<file path="src/rtl/latency_histogram_quantile_unit_macros.svh">
// assertion helpers shared by the histogram rtl
`ifndef LATENCY_HISTOGRAM_QUANTILE_UNIT_MACROS_SVH
`define LATENCY_HISTOGRAM_QUANTILE_UNIT_MACROS_SVH

// same-cycle implication
`define LHQ_ASSERT_NOW(label, clk, rst_n, ante, cons, msg) \
    label: assert property (@(posedge clk) disable iff (!rst_n) (ante) |-> (cons)) \
        else $error(msg);

// next-cycle implication
`define LHQ_ASSERT_NEXT(label, clk, rst_n, ante, cons, msg) \
    label: assert property (@(posedge clk) disable iff (!rst_n) (ante) |=> (cons)) \
        else $error(msg);

`endif

</file>
<file path="src/rtl/lhq_pkg.sv">
package lhq_pkg;

    localparam int LAT_W      = 32;
    localparam int BOUND_W    = 32;
    localparam int Q_W        = 17;
    localparam int Q_FRAC_W   = 16;
    localparam int CNT_W      = 32;
    localparam int SUM_W      = 64;
    localparam int QV_W       = 33;
    localparam int CFG_IDX_W  = 3;
    localparam int NUM_REGS   = 7;

    localparam int NUM_BOUNDS_DEF = 7;
    localparam int FIFO_DEPTH_DEF = 2;

    localparam logic [Q_FRAC_W-1:0] ROUND_UP = '1;

    localparam logic [BOUND_W-1:0] BOUND_RESET [NUM_REGS] = '{
        32'd50000, 32'd100000, 32'd250000, 32'd500000,
        32'd1000000, 32'd2500000, 32'd5000000
    };

    typedef enum logic
    {
        CMD_OBSERVE = 1'b0,
        CMD_QUERY   = 1'b1
    } cmd_t;

    typedef enum logic [1:0]
    {
        BK_IDLE,
        BK_TGT,
        BK_SCAN
    } back_state_t;

endpackage

</file>
<file path="src/rtl/latency_histogram_quantile_unit.sv">
// channel   direction  handshake                 payload
// in        in         in_valid / in_stall       command, latency_us, quantile_q
// out       out        out_valid / out_stall     quantile_value, total_count, latency_sum
// cfg       in         cfg_valid / cfg_ready     cfg_index, cfg_data
//
// an item passes the front combinationally and is registered in the queue before the back sees it
// observe: handled in idle as the item is popped (bucket, count and sum updated together)
// query: multiply, target, then a scan bucket by bucket over up to NUM_BOUNDS+1 buckets;
//   a query on an empty histogram answers zero straight from the idle state
// async active-low reset: counts and sum to zero, bounds to their defaults
// out_stall holds the result register; the queue keeps taking items until full
module latency_histogram_quantile_unit #(
    parameter int NUM_BOUNDS = lhq_pkg::NUM_BOUNDS_DEF,
    parameter int FIFO_DEPTH = lhq_pkg::FIFO_DEPTH_DEF
) (
    input  logic                           clk,
    input  logic                           rst_n,
    input  logic                           in_valid,
    output logic                           in_stall,
    input  logic                           command,
    input  logic [lhq_pkg::LAT_W-1:0]      latency_us,
    input  logic [lhq_pkg::Q_W-1:0]        quantile_q,
    output logic                           out_valid,
    input  logic                           out_stall,
    output logic [lhq_pkg::QV_W-1:0]       quantile_value,
    output logic [lhq_pkg::CNT_W-1:0]      total_count,
    output logic [lhq_pkg::SUM_W-1:0]      latency_sum,
    input  logic                           cfg_valid,
    output logic                           cfg_ready,
    input  logic [lhq_pkg::CFG_IDX_W-1:0]  cfg_index,
    input  logic [lhq_pkg::BOUND_W-1:0]    cfg_data
);

    import lhq_pkg::*;

    localparam int IDX_W   = $clog2(NUM_BOUNDS + 1);
    localparam int ENTRY_W = 1 + IDX_W + LAT_W + Q_W;

    logic               fifo_full;
    logic               fifo_empty;
    logic               push;
    logic               pop;
    logic [ENTRY_W-1:0] push_data;
    logic [ENTRY_W-1:0] pop_data;
    logic [BOUND_W-1:0] bounds [NUM_BOUNDS];

    lhq_front #(
        .NUM_BOUNDS (NUM_BOUNDS),
        .IDX_W      (IDX_W),
        .ENTRY_W    (ENTRY_W)
    ) u_front (
        .clk        (clk),
        .rst_n      (rst_n),
        .in_valid   (in_valid),
        .in_stall   (in_stall),
        .command    (command),
        .latency_us (latency_us),
        .quantile_q (quantile_q),
        .cfg_valid  (cfg_valid),
        .cfg_ready  (cfg_ready),
        .cfg_index  (cfg_index),
        .cfg_data   (cfg_data),
        .fifo_full  (fifo_full),
        .push       (push),
        .push_data  (push_data),
        .bounds     (bounds)
    );

    lhq_fifo #(
        .WIDTH (ENTRY_W),
        .DEPTH (FIFO_DEPTH)
    ) u_fifo (
        .clk       (clk),
        .rst_n     (rst_n),
        .push      (push),
        .push_data (push_data),
        .full      (fifo_full),
        .pop       (pop),
        .pop_data  (pop_data),
        .empty     (fifo_empty)
    );

    lhq_back #(
        .NUM_BOUNDS (NUM_BOUNDS),
        .IDX_W      (IDX_W),
        .ENTRY_W    (ENTRY_W)
    ) u_back (
        .clk            (clk),
        .rst_n          (rst_n),
        .fifo_empty     (fifo_empty),
        .fifo_data      (pop_data),
        .pop            (pop),
        .bounds         (bounds),
        .out_valid      (out_valid),
        .out_stall      (out_stall),
        .quantile_value (quantile_value),
        .total_count    (total_count),
        .latency_sum    (latency_sum)
    );

endmodule

</file>
<file path="src/rtl/lhq_fifo.sv">
module lhq_fifo #(
    parameter int WIDTH = 8,
    parameter int DEPTH = 2
) (
    input  logic             clk,
    input  logic             rst_n,
    input  logic             push,
    input  logic [WIDTH-1:0] push_data,
    output logic             full,
    input  logic             pop,
    output logic [WIDTH-1:0] pop_data,
    output logic             empty
);

    `include "latency_histogram_quantile_unit_macros.svh"

    localparam int PTR_W = (DEPTH > 1) ? $clog2(DEPTH) : 1;
    localparam int CNT_W = $clog2(DEPTH + 1);

    logic [WIDTH-1:0] mem_reg [DEPTH];
    logic [PTR_W-1:0] wr_ptr_reg, wr_ptr_next;
    logic [PTR_W-1:0] rd_ptr_reg, rd_ptr_next;
    logic [CNT_W-1:0] count_reg, count_next;

    assign full     = (count_reg == CNT_W'(DEPTH));
    assign empty    = (count_reg == '0);
    assign pop_data = mem_reg[rd_ptr_reg];

    always_comb
    begin
        wr_ptr_next = wr_ptr_reg;
        rd_ptr_next = rd_ptr_reg;
        count_next  = count_reg;
        if (push)
        begin
            wr_ptr_next = (wr_ptr_reg == PTR_W'(DEPTH - 1)) ? '0 : wr_ptr_reg + 1'b1;
        end
        if (pop)
        begin
            rd_ptr_next = (rd_ptr_reg == PTR_W'(DEPTH - 1)) ? '0 : rd_ptr_reg + 1'b1;
        end
        if (push && !pop)
        begin
            count_next = count_reg + 1'b1;
        end
        else if (pop && !push)
        begin
            count_next = count_reg - 1'b1;
        end
    end

    always_ff @(posedge clk or negedge rst_n)
    begin
        if (!rst_n)
        begin
            wr_ptr_reg <= '0;
            rd_ptr_reg <= '0;
            count_reg  <= '0;
        end
        else
        begin
            wr_ptr_reg <= wr_ptr_next;
            rd_ptr_reg <= rd_ptr_next;
            count_reg  <= count_next;
        end
    end

    always_ff @(posedge clk)
    begin
        if (push)
        begin
            mem_reg[wr_ptr_reg] <= push_data;
        end
    end

    `LHQ_ASSERT_NOW(a_fifo_no_overflow, clk, rst_n, push, !full || pop, "fifo push while full")
    `LHQ_ASSERT_NOW(a_fifo_no_underflow, clk, rst_n, pop, !empty, "fifo pop while empty")
    `LHQ_ASSERT_NEXT(a_fifo_count_up, clk, rst_n, push && !pop,
        count_reg == $past(count_reg) + 1'b1, "fifo count did not advance")

endmodule

</file>
<file path="src/rtl/lhq_front.sv">
module lhq_front #(
    parameter int NUM_BOUNDS = lhq_pkg::NUM_BOUNDS_DEF,
    parameter int IDX_W      = 3,
    parameter int ENTRY_W    = 53
) (
    input  logic                           clk,
    input  logic                           rst_n,
    input  logic                           in_valid,
    output logic                           in_stall,
    input  logic                           command,
    input  logic [lhq_pkg::LAT_W-1:0]      latency_us,
    input  logic [lhq_pkg::Q_W-1:0]        quantile_q,
    input  logic                           cfg_valid,
    output logic                           cfg_ready,
    input  logic [lhq_pkg::CFG_IDX_W-1:0]  cfg_index,
    input  logic [lhq_pkg::BOUND_W-1:0]    cfg_data,
    input  logic                           fifo_full,
    output logic                           push,
    output logic [ENTRY_W-1:0]             push_data,
    output logic [lhq_pkg::BOUND_W-1:0]    bounds [NUM_BOUNDS]
);

    import lhq_pkg::*;

    typedef struct packed
    {
        logic             cmd;
        logic [IDX_W-1:0] bkt;
        logic [LAT_W-1:0] lat;
        logic [Q_W-1:0]   q;
    } entry_t;

    logic [BOUND_W-1:0] bound_reg [NUM_BOUNDS];
    logic [IDX_W-1:0]   bkt;
    entry_t             entry;

    assign cfg_ready = 1'b1;
    assign in_stall  = fifo_full;
    assign push      = in_valid && !fifo_full;
    assign bounds    = bound_reg;

    // first bucket whose bound is not below the latency
    always_comb
    begin
        bkt = IDX_W'(NUM_BOUNDS);
        for (int i = NUM_BOUNDS - 1; i >= 0; i--)
        begin
            if (latency_us <= bound_reg[i])
            begin
                bkt = IDX_W'(i);
            end
        end
    end

    always_comb
    begin
        entry.cmd = command;
        entry.bkt = bkt;
        entry.lat = latency_us;
        entry.q   = quantile_q;
    end

    assign push_data = ENTRY_W'(entry);

    always_ff @(posedge clk or negedge rst_n)
    begin
        if (!rst_n)
        begin
            for (int i = 0; i < NUM_BOUNDS; i++)
            begin
                bound_reg[i] <= BOUND_RESET[i];
            end
        end
        else if (cfg_valid)
        begin
            for (int i = 0; i < NUM_BOUNDS; i++)
            begin
                if (cfg_index == CFG_IDX_W'(i))
                begin
                    bound_reg[i] <= cfg_data;
                end
            end
        end
    end

endmodule

</file>
<file path="src/rtl/lhq_back.sv">
module lhq_back #(
    parameter int NUM_BOUNDS = lhq_pkg::NUM_BOUNDS_DEF,
    parameter int IDX_W      = 3,
    parameter int ENTRY_W    = 53
) (
    input  logic                         clk,
    input  logic                         rst_n,
    input  logic                         fifo_empty,
    input  logic [ENTRY_W-1:0]           fifo_data,
    output logic                         pop,
    input  logic [lhq_pkg::BOUND_W-1:0]  bounds [NUM_BOUNDS],
    output logic                         out_valid,
    input  logic                         out_stall,
    output logic [lhq_pkg::QV_W-1:0]     quantile_value,
    output logic [lhq_pkg::CNT_W-1:0]    total_count,
    output logic [lhq_pkg::SUM_W-1:0]    latency_sum
);

    import lhq_pkg::*;

    `include "latency_histogram_quantile_unit_macros.svh"

    localparam int NUM_BKT = NUM_BOUNDS + 1;
    localparam int PROD_W  = Q_W + CNT_W;
    localparam int TGT_W   = PROD_W + 1 - Q_FRAC_W;
    localparam int SEEN_W  = CNT_W + $clog2(NUM_BKT);

    typedef struct packed
    {
        logic             cmd;
        logic [IDX_W-1:0] bkt;
        logic [LAT_W-1:0] lat;
        logic [Q_W-1:0]   q;
    } entry_t;

    back_state_t        state_reg, state_next;
    logic [CNT_W-1:0]   counts_reg [NUM_BKT];
    logic [CNT_W-1:0]   counts_next [NUM_BKT];
    logic [CNT_W-1:0]   obs_reg, obs_next;
    logic [SUM_W-1:0]   sum_reg, sum_next;
    logic [PROD_W-1:0]  prod_reg, prod_next;
    logic [TGT_W-1:0]   target_reg, target_next;
    logic [SEEN_W-1:0]  seen_reg, seen_next;
    logic [IDX_W-1:0]   idx_reg, idx_next;
    logic               out_valid_reg, out_valid_next;
    logic [QV_W-1:0]    qv_reg, qv_next;
    logic [CNT_W-1:0]   tc_reg, tc_next;
    logic [SUM_W-1:0]   ls_reg, ls_next;

    entry_t             entry;
    logic               out_free;
    logic [SUM_W:0]     sum_add;
    logic [PROD_W:0]    round_sum;
    logic [SEEN_W-1:0]  seen_sum;
    logic               last_bkt;
    logic [QV_W-1:0]    answer;

    assign entry          = entry_t'(fifo_data);
    assign out_free       = !out_valid_reg || !out_stall;
    assign out_valid      = out_valid_reg;
    assign quantile_value = qv_reg;
    assign total_count    = tc_reg;
    assign latency_sum    = ls_reg;

    assign sum_add   = {1'b0, sum_reg} + (SUM_W + 1)'(entry.lat);
    assign round_sum = {1'b0, prod_reg} + (PROD_W + 1)'(ROUND_UP);
    assign seen_sum  = seen_reg + SEEN_W'(counts_reg[idx_reg]);
    assign last_bkt  = (idx_reg == IDX_W'(NUM_BOUNDS));

    // bound of the current bucket, or twice the last bound for overflow
    always_comb
    begin
        answer = {bounds[NUM_BOUNDS - 1], 1'b0};
        for (int i = 0; i < NUM_BOUNDS; i++)
        begin
            if (idx_reg == IDX_W'(i))
            begin
                answer = QV_W'(bounds[i]);
            end
        end
    end

    always_comb
    begin
        state_next     = state_reg;
        counts_next    = counts_reg;
        obs_next       = obs_reg;
        sum_next       = sum_reg;
        prod_next      = prod_reg;
        target_next    = target_reg;
        seen_next      = seen_reg;
        idx_next       = idx_reg;
        out_valid_next = out_valid_reg && out_stall;
        qv_next        = qv_reg;
        tc_next        = tc_reg;
        ls_next        = ls_reg;
        pop            = 1'b0;
        unique case (state_reg)
            BK_IDLE:
            begin
                if (!fifo_empty && out_free)
                begin
                    pop = 1'b1;
                    if (entry.cmd == CMD_OBSERVE)
                    begin
                        if (counts_reg[entry.bkt] != '1)
                        begin
                            counts_next[entry.bkt] = counts_reg[entry.bkt] + 1'b1;
                        end
                        if (obs_reg != '1)
                        begin
                            obs_next = obs_reg + 1'b1;
                        end
                        sum_next       = sum_add[SUM_W] ? '1 : sum_add[SUM_W-1:0];
                        out_valid_next = 1'b1;
                        qv_next        = '0;
                        tc_next        = obs_next;
                        ls_next        = sum_next;
                    end
                    else if (obs_reg == '0)
                    begin
                        out_valid_next = 1'b1;
                        qv_next        = '0;
                        tc_next        = obs_reg;
                        ls_next        = sum_reg;
                    end
                    else
                    begin
                        prod_next  = PROD_W'(entry.q) * PROD_W'(obs_reg);
                        state_next = BK_TGT;
                    end
                end
            end
            BK_TGT:
            begin
                target_next = round_sum[PROD_W:Q_FRAC_W];
                seen_next   = '0;
                idx_next    = '0;
                state_next  = BK_SCAN;
            end
            BK_SCAN:
            begin
                if (seen_sum >= SEEN_W'(target_reg) || last_bkt)
                begin
                    if (out_free)
                    begin
                        out_valid_next = 1'b1;
                        qv_next        = answer;
                        tc_next        = obs_reg;
                        ls_next        = sum_reg;
                        state_next     = BK_IDLE;
                    end
                end
                else
                begin
                    seen_next = seen_sum;
                    idx_next  = idx_reg + 1'b1;
                end
            end
            default:
            begin
                state_next = BK_IDLE;
            end
        endcase
    end

    always_ff @(posedge clk or negedge rst_n)
    begin
        if (!rst_n)
        begin
            state_reg     <= BK_IDLE;
            out_valid_reg <= 1'b0;
            obs_reg       <= '0;
            sum_reg       <= '0;
            for (int i = 0; i < NUM_BKT; i++)
            begin
                counts_reg[i] <= '0;
            end
        end
        else
        begin
            state_reg     <= state_next;
            out_valid_reg <= out_valid_next;
            obs_reg       <= obs_next;
            sum_reg       <= sum_next;
            counts_reg    <= counts_next;
        end
    end

    always_ff @(posedge clk)
    begin
        prod_reg   <= prod_next;
        target_reg <= target_next;
        seen_reg   <= seen_next;
        idx_reg    <= idx_next;
        qv_reg     <= qv_next;
        tc_reg     <= tc_next;
        ls_reg     <= ls_next;
    end

    `LHQ_ASSERT_NOW(a_back_pop_idle, clk, rst_n, pop, state_reg == BK_IDLE,
        "pop outside idle")
    `LHQ_ASSERT_NOW(a_back_idx_range, clk, rst_n, state_reg == BK_SCAN,
        idx_reg <= IDX_W'(NUM_BOUNDS), "scan index past overflow bucket")
    `LHQ_ASSERT_NEXT(a_back_count_mono, clk, rst_n, 1'b1,
        obs_reg >= $past(obs_reg), "observation count went down")

endmodule

</file>
<file path="config.mk">
export PLATFORM = sky130hd
export DESIGN_NAME = latency_histogram_quantile_unit
export DESIGN_NICKNAME = d
export VERILOG_FILES = /design/src/rtl/lhq_pkg.sv /design/src/rtl/latency_histogram_quantile_unit.sv /design/src/rtl/lhq_fifo.sv /design/src/rtl/lhq_front.sv /design/src/rtl/lhq_back.sv
export VERILOG_INCLUDE_DIRS = /design/src /design/src/rtl
export SDC_FILE = /design/constraint.sdc
export NUM_CORES = 2
export LEC_CHECK = 0
export BUFFER_PORTS_ARGS = -buffer_cell sky130_fd_sc_hd__buf_2
export CAP_MARGIN = 20
export CORE_ASPECT_RATIO = 1.4
export CORE_MARGIN = 4
export CORE_UTILIZATION = 30
export DETAILED_ROUTE_END_ITERATION = 6
export PLACE_DENSITY = 0.41
export SLEW_MARGIN = 20
export SYNTH_ARGS = -nofsm -noshare
export SYNTH_HDL_FRONTEND = slang
export SYNTH_HIERARCHICAL = 1
export SYNTH_SLANG_ARGS = --single-unit
export TNS_END_PERCENT = 30
</file>
<file path="constraint.sdc">
create_clock -name clk -period 13.4 [get_ports clk]
set_clock_uncertainty 0.05 [all_clocks]
set_input_delay 1.34 -clock clk [delete_from_list [all_inputs] [get_ports clk]]
set_output_delay 1.34 -clock clk [all_outputs]
set_load 0.1 [all_outputs]
</file>
==> metrics.md <==
| Metric | Value |
|---|---|
| Insertion delay of the later-clocked pin in the worst-skew pair | `between 700 and 800 ps` |
| Number of library cell types mapped by synthesis | `97` |
| Ratio of total power to cell area | `between 200 and 250 mW/mm^2` |
| Yosys reg bits | `between 900 and 1,000` |
| Number of design-rule violations left by the first detailed-router iteration | `2,903` |
| Flip-flop count of the largest register after layout | `256` |
| Achievable clock frequency | `roughly 120 MHz` |
| Utilization after layout | `0.3332` |
| Global-route wire length before repair | `373,600 um` |
| Crit path largest cell delay | `860 ps` |
| Final count of pins violating max slew | `0` |
| Async set-or-reset flop fraction in the synthesized netlist | `0.6209` |
| Crit. End Element | `flip-flop` |
| Antenna violations before repair | `35` |
| Total power of the final layout | `~18,000 uW` |
| Tightest Pin Transition | `1043 ps` |
| Die height | `586.7 um` |
| Net Count, Synth | `roughly 8,000` |
| Maximum number of pins on one net before global-route repair | `around 150` |
| Setup Crit Path Kind | `reg2reg` |
| Hold_buf cts | `0` |
| Accumulated negative setup slack | `0 ps` |
| Resized Gates After CTS | `0` |
| Crit-path cells | `mux2_4 -> and2_1 -> fa_1 -> inv_1 -> fa_1 -> fa_1 -> inv_1 -> fa_1 -> fa_1 -> inv_1 -> fa_1 -> inv_1 -> ha_1 -> o21a_1 -> nor2_1 -> nor4b_1 -> o21ai_0 -> a2111oi_0 -> o211ai_1 -> a21oi_1 -> a21o_1 -> a21oi_1 -> xnor2_1` |
| Commonest register cell after synthesis | `sky130_fd_sc_hd__dfrtp_1` |
| Crit-path max FO | `32` |
| Number of buffers added by the clock tree synthesis step | `106` |
| Antenna violation net count after detailed routing | `0` |
| Post-synthesis instance total | `6,855` |
| Effective utilization at floorplan | `0.3013` |
| Die area | `0.2472 sq mm` |
| Number of nets at the end of the flow | `approximately 7,900` |
| Classification of the worst-slack hold path | `reg2reg` |
| Critical path's slowest cell | `sky130_fd_sc_hd__a2111oi_0` |
| RePlAce Congestion | `between 0.8 and 0.9` |
| Post-Place Setup Slack | `5003 ps` |
| Detailed-route wire length per cell | `between 20 and 25 um` |
| Normalized max-slew margin | `0.2996` |
| Routed WL | `250,700 um` |
| Share of layout cells above drive strength 1 | `0.1675` |
| Final Setup Violations | `0` |
| Buffers inserted by post-CTS timing repair | `0` |
| Vias in the first global route | `55,170` |
| Number of hold violations in the final report | `0` |
| Cell area after placement | `0.07562 sq mm` |
| Setup repair after global routing missed its margin | `no` |
| DRC errors left | `0` |
| Startpoint type of the worst setup path | `flip-flop` |
| Core Footprint | `0.2382 sq mm` |
| Number of vias after detailed routing | `between 50,000 and 60,000` |
| Io pins | `222` |
| Post-route clock period utilization | `0.6182` |
| Grt total ovfl | `0` |
| Number of H-tree branching levels | `3` |
| Via-to-Cell Ratio | `5.071` |
| MaxCap Viol Count | `0` |
| Count of clock tree sinks | `939` |
| Setup slack of the critical path after layout | `between 5000 and 6000 ps` |
| Area of the mapped netlist | `roughly 0.07 sq mm` |
| Final Instance Area | `0.07938 sq mm` |
| Run status | `finished, final reports clean` |
| Time the final worst path needs with I/O delays and setup | `around 8300 ps` |
| Clock Pin Slew Worst Setup and Hold Paths | `60 ps` |
| Detailed placer's ending HPWL | `181,900 um` |
| Cell leakage power | `between 0.03 and 0.04 uW` |
| Router iterations before antenna repair | `7` |
| Dominant cell type by count on the critical path | `sky130_fd_sc_hd__fa_1` |
| Buffer cell driving the clock tree root | `sky130_fd_sc_hd__clkbuf_16` |
| Die boundary width | `421.4 um` |
| Total global routing track utilization | `0.2006` |
| Layout area overhead | `10.60%` |
| Post-Synthesis Mean Instance Area | `10.47 sq um` |
| Critical path data required time | `~14,000 ps` |
| CTS tree | `yes` |
| Buffer depth of the longest clock path | `3` |
| Count of port buffers added during placement | `220` |
| IR drop worst, VDD | `around 200 uV` |
| Rows | `approximately 210` |
| Sequential cell area fraction in the yosys report | `0.3531` |
| Yosys warning count | `6` |
| Worst Path Arrival | `8690 ps` |
| Number of enable flip-flop cells after synthesis | `356` |
[cell usage after synthesis, types with 28 or more instances]
master                     instances  area (sq um)
sky130_fd_sc_hd__a211oi_1         55         412.9
sky130_fd_sc_hd__a21o_1           79         593.1
sky130_fd_sc_hd__a21oi_1         320          1602
sky130_fd_sc_hd__a221oi_1         33         289.0
sky130_fd_sc_hd__a31oi_1          41         256.5
sky130_fd_sc_hd__and2_1          257          1608
sky130_fd_sc_hd__and3_1           46         287.8
sky130_fd_sc_hd__buf_1            28         105.1
sky130_fd_sc_hd__buf_4            59         442.9
sky130_fd_sc_hd__clkbuf_1        242         908.4
sky130_fd_sc_hd__dfrtp_1         534         13360
sky130_fd_sc_hd__dfstp_2          49          1287
sky130_fd_sc_hd__edfxtp_1        356         10690
sky130_fd_sc_hd__fa_1            451          9029
sky130_fd_sc_hd__ha_1            455          5693
sky130_fd_sc_hd__inv_1           853          3202
sky130_fd_sc_hd__mux2_2          149          1678
sky130_fd_sc_hd__mux2_4          289          4339
sky130_fd_sc_hd__mux2i_1          58         580.6
sky130_fd_sc_hd__mux4_2           96          2162
sky130_fd_sc_hd__nand2_1         879          3299
sky130_fd_sc_hd__nand3_1         103         515.5
sky130_fd_sc_hd__nand4_1          74         462.9
sky130_fd_sc_hd__nor2_1          288          1081
sky130_fd_sc_hd__nor2b_1          35         219.0
sky130_fd_sc_hd__nor3_1           61         305.3
sky130_fd_sc_hd__o211ai_1         80         600.6
sky130_fd_sc_hd__o21a_1           28         210.2
sky130_fd_sc_hd__o21ai_0         281          1406
sky130_fd_sc_hd__xnor2_1         148          1296
sky130_fd_sc_hd__xor2_1           77         674.4
[area by class of cell]
class | count | area (sq um)
tap | 3103 | 3882
fill | 24340 | 158800
inverter | 856 | 3213
timing repair buffer | 323 | 1909
multi-input combinational | 4679 | 41270
sequential | 939 | 25350
antenna | 8 | 20.02
clock buffer | 134 | 2922
clock inverter | 67 | 810.8
[critical path, delay by kind of cell (launching register included)]
| family | cells | cell delay, ps |
|---|---|---|
| flops | 1 | 670 |
| mux | 1 | 540 |
| fa+ha+maj | 7 | 3530 |
| simple gates | 3 | 640 |
| xor+xnor | 1 | 130 |
| compound gates | 7 | 2260 |
| buf+inv | 4 | 210 |
[path summary, 6_finish.rpt]
check                      slack [ps]  depth (start not counted)               start                  end
max reg2reg                      5120                         23   u_fifo/rd_ptr_reg  u_back/prod_reg[46]
min                               460                          1  u_back/obs_reg[16]   u_back/obs_reg[16]
max in group asynchronous       10240                          3               rst_n  u_front/bounds[185]
min reg2reg                       460                          1  u_back/obs_reg[16]   u_back/obs_reg[16]
max                              5120                         23   u_fifo/rd_ptr_reg  u_back/prod_reg[46]
min in group asynchronous         610                          1               rst_n    u_back/obs_reg[9]
[where the power goes]
part	switching [uW]	leakage (uW)	total, uW	internal (uW)
sequential	501	0.0108	4590	4080
clock	1360	0.00181	3170	1810
combinational	6720	0.0236	9790	3070
total	8580	0.0363	17500	8970
[per-layer routing]
layer / wire length, um / GRT usage / up-vias / share of wire
li1: - / - / 23320 / -
met1: 98280 / 0.2323 / 26470 / 0.39
met2: 134100 / 0.3805 / 1085 / 0.54
met3: 9654 / 0.02641 / 359 / 0.039
met4: 8347 / 0.06170 / 32 / 0.033
met5: 238 / 0 / - / 0.00095
[per-stage QoR]
stage / hold slack (ps) / instances
floorplan: 405.5 / 6855
global placement: 429.1 / 9900
detailed placement: 436.6 / 9900
CTS: 448.0 / 10100
global route: 475.1 / 10100
finish: 456.1 / 10110
[cell families (layout without fill, tap and decap cells)]
family | after synthesis | in the layout | synth area share
and+or+nand+nor | 1879 | 1879 | 0.1243
buffers and inverters | 1237 | 1380 | 0.07392
AOI/OAI and AO/OA | 1068 | 1068 | 0.09275
DFF | 939 | 939 | 0.3531
adders and majority gates | 906 | 906 | 0.2051
muxes | 600 | 600 | 0.1233
xor gates and xnor gates | 225 | 225 | 0.02746
other | 1 | 9 | 0.00005225
[cells in the final DEF, fill, tap and decap left out, types with 14 or more instances in the layout]
cell type                   instances
sky130_fd_sc_hd__nand2_1          876
sky130_fd_sc_hd__inv_1            853
sky130_fd_sc_hd__dfrtp_1          531
sky130_fd_sc_hd__ha_1             454
sky130_fd_sc_hd__fa_1             451
sky130_fd_sc_hd__edfxtp_1         356
sky130_fd_sc_hd__a21oi_1          320
sky130_fd_sc_hd__mux2_4           289
sky130_fd_sc_hd__nor2_1           285
sky130_fd_sc_hd__o21ai_0          280
sky130_fd_sc_hd__and2_1           254
sky130_fd_sc_hd__buf_2            219
sky130_fd_sc_hd__mux2_2           149
sky130_fd_sc_hd__xnor2_1          148
sky130_fd_sc_hd__clkbuf_16        109
sky130_fd_sc_hd__nand3_1          103
sky130_fd_sc_hd__buf_4            101
sky130_fd_sc_hd__mux4_2            96
sky130_fd_sc_hd__o211ai_1          80
sky130_fd_sc_hd__a21o_1            79
sky130_fd_sc_hd__xor2_1            77
sky130_fd_sc_hd__nand4_1           74
sky130_fd_sc_hd__nor3_1            58
sky130_fd_sc_hd__mux2i_1           58
sky130_fd_sc_hd__a211oi_1          55
sky130_fd_sc_hd__dfstp_2           49
sky130_fd_sc_hd__and3_1            46
sky130_fd_sc_hd__a31oi_1           41
sky130_fd_sc_hd__a221oi_1          33
sky130_fd_sc_hd__nor2b_1           30
sky130_fd_sc_hd__o21a_1            28
sky130_fd_sc_hd__clkinv_2          23
sky130_fd_sc_hd__o21bai_1          21
sky130_fd_sc_hd__nand2b_1          20
sky130_fd_sc_hd__nor4_1            20
sky130_fd_sc_hd__and4_1            16
sky130_fd_sc_hd__clkbuf_1          15
sky130_fd_sc_hd__or2_2             14
Power figures use the tool's default switching activity.
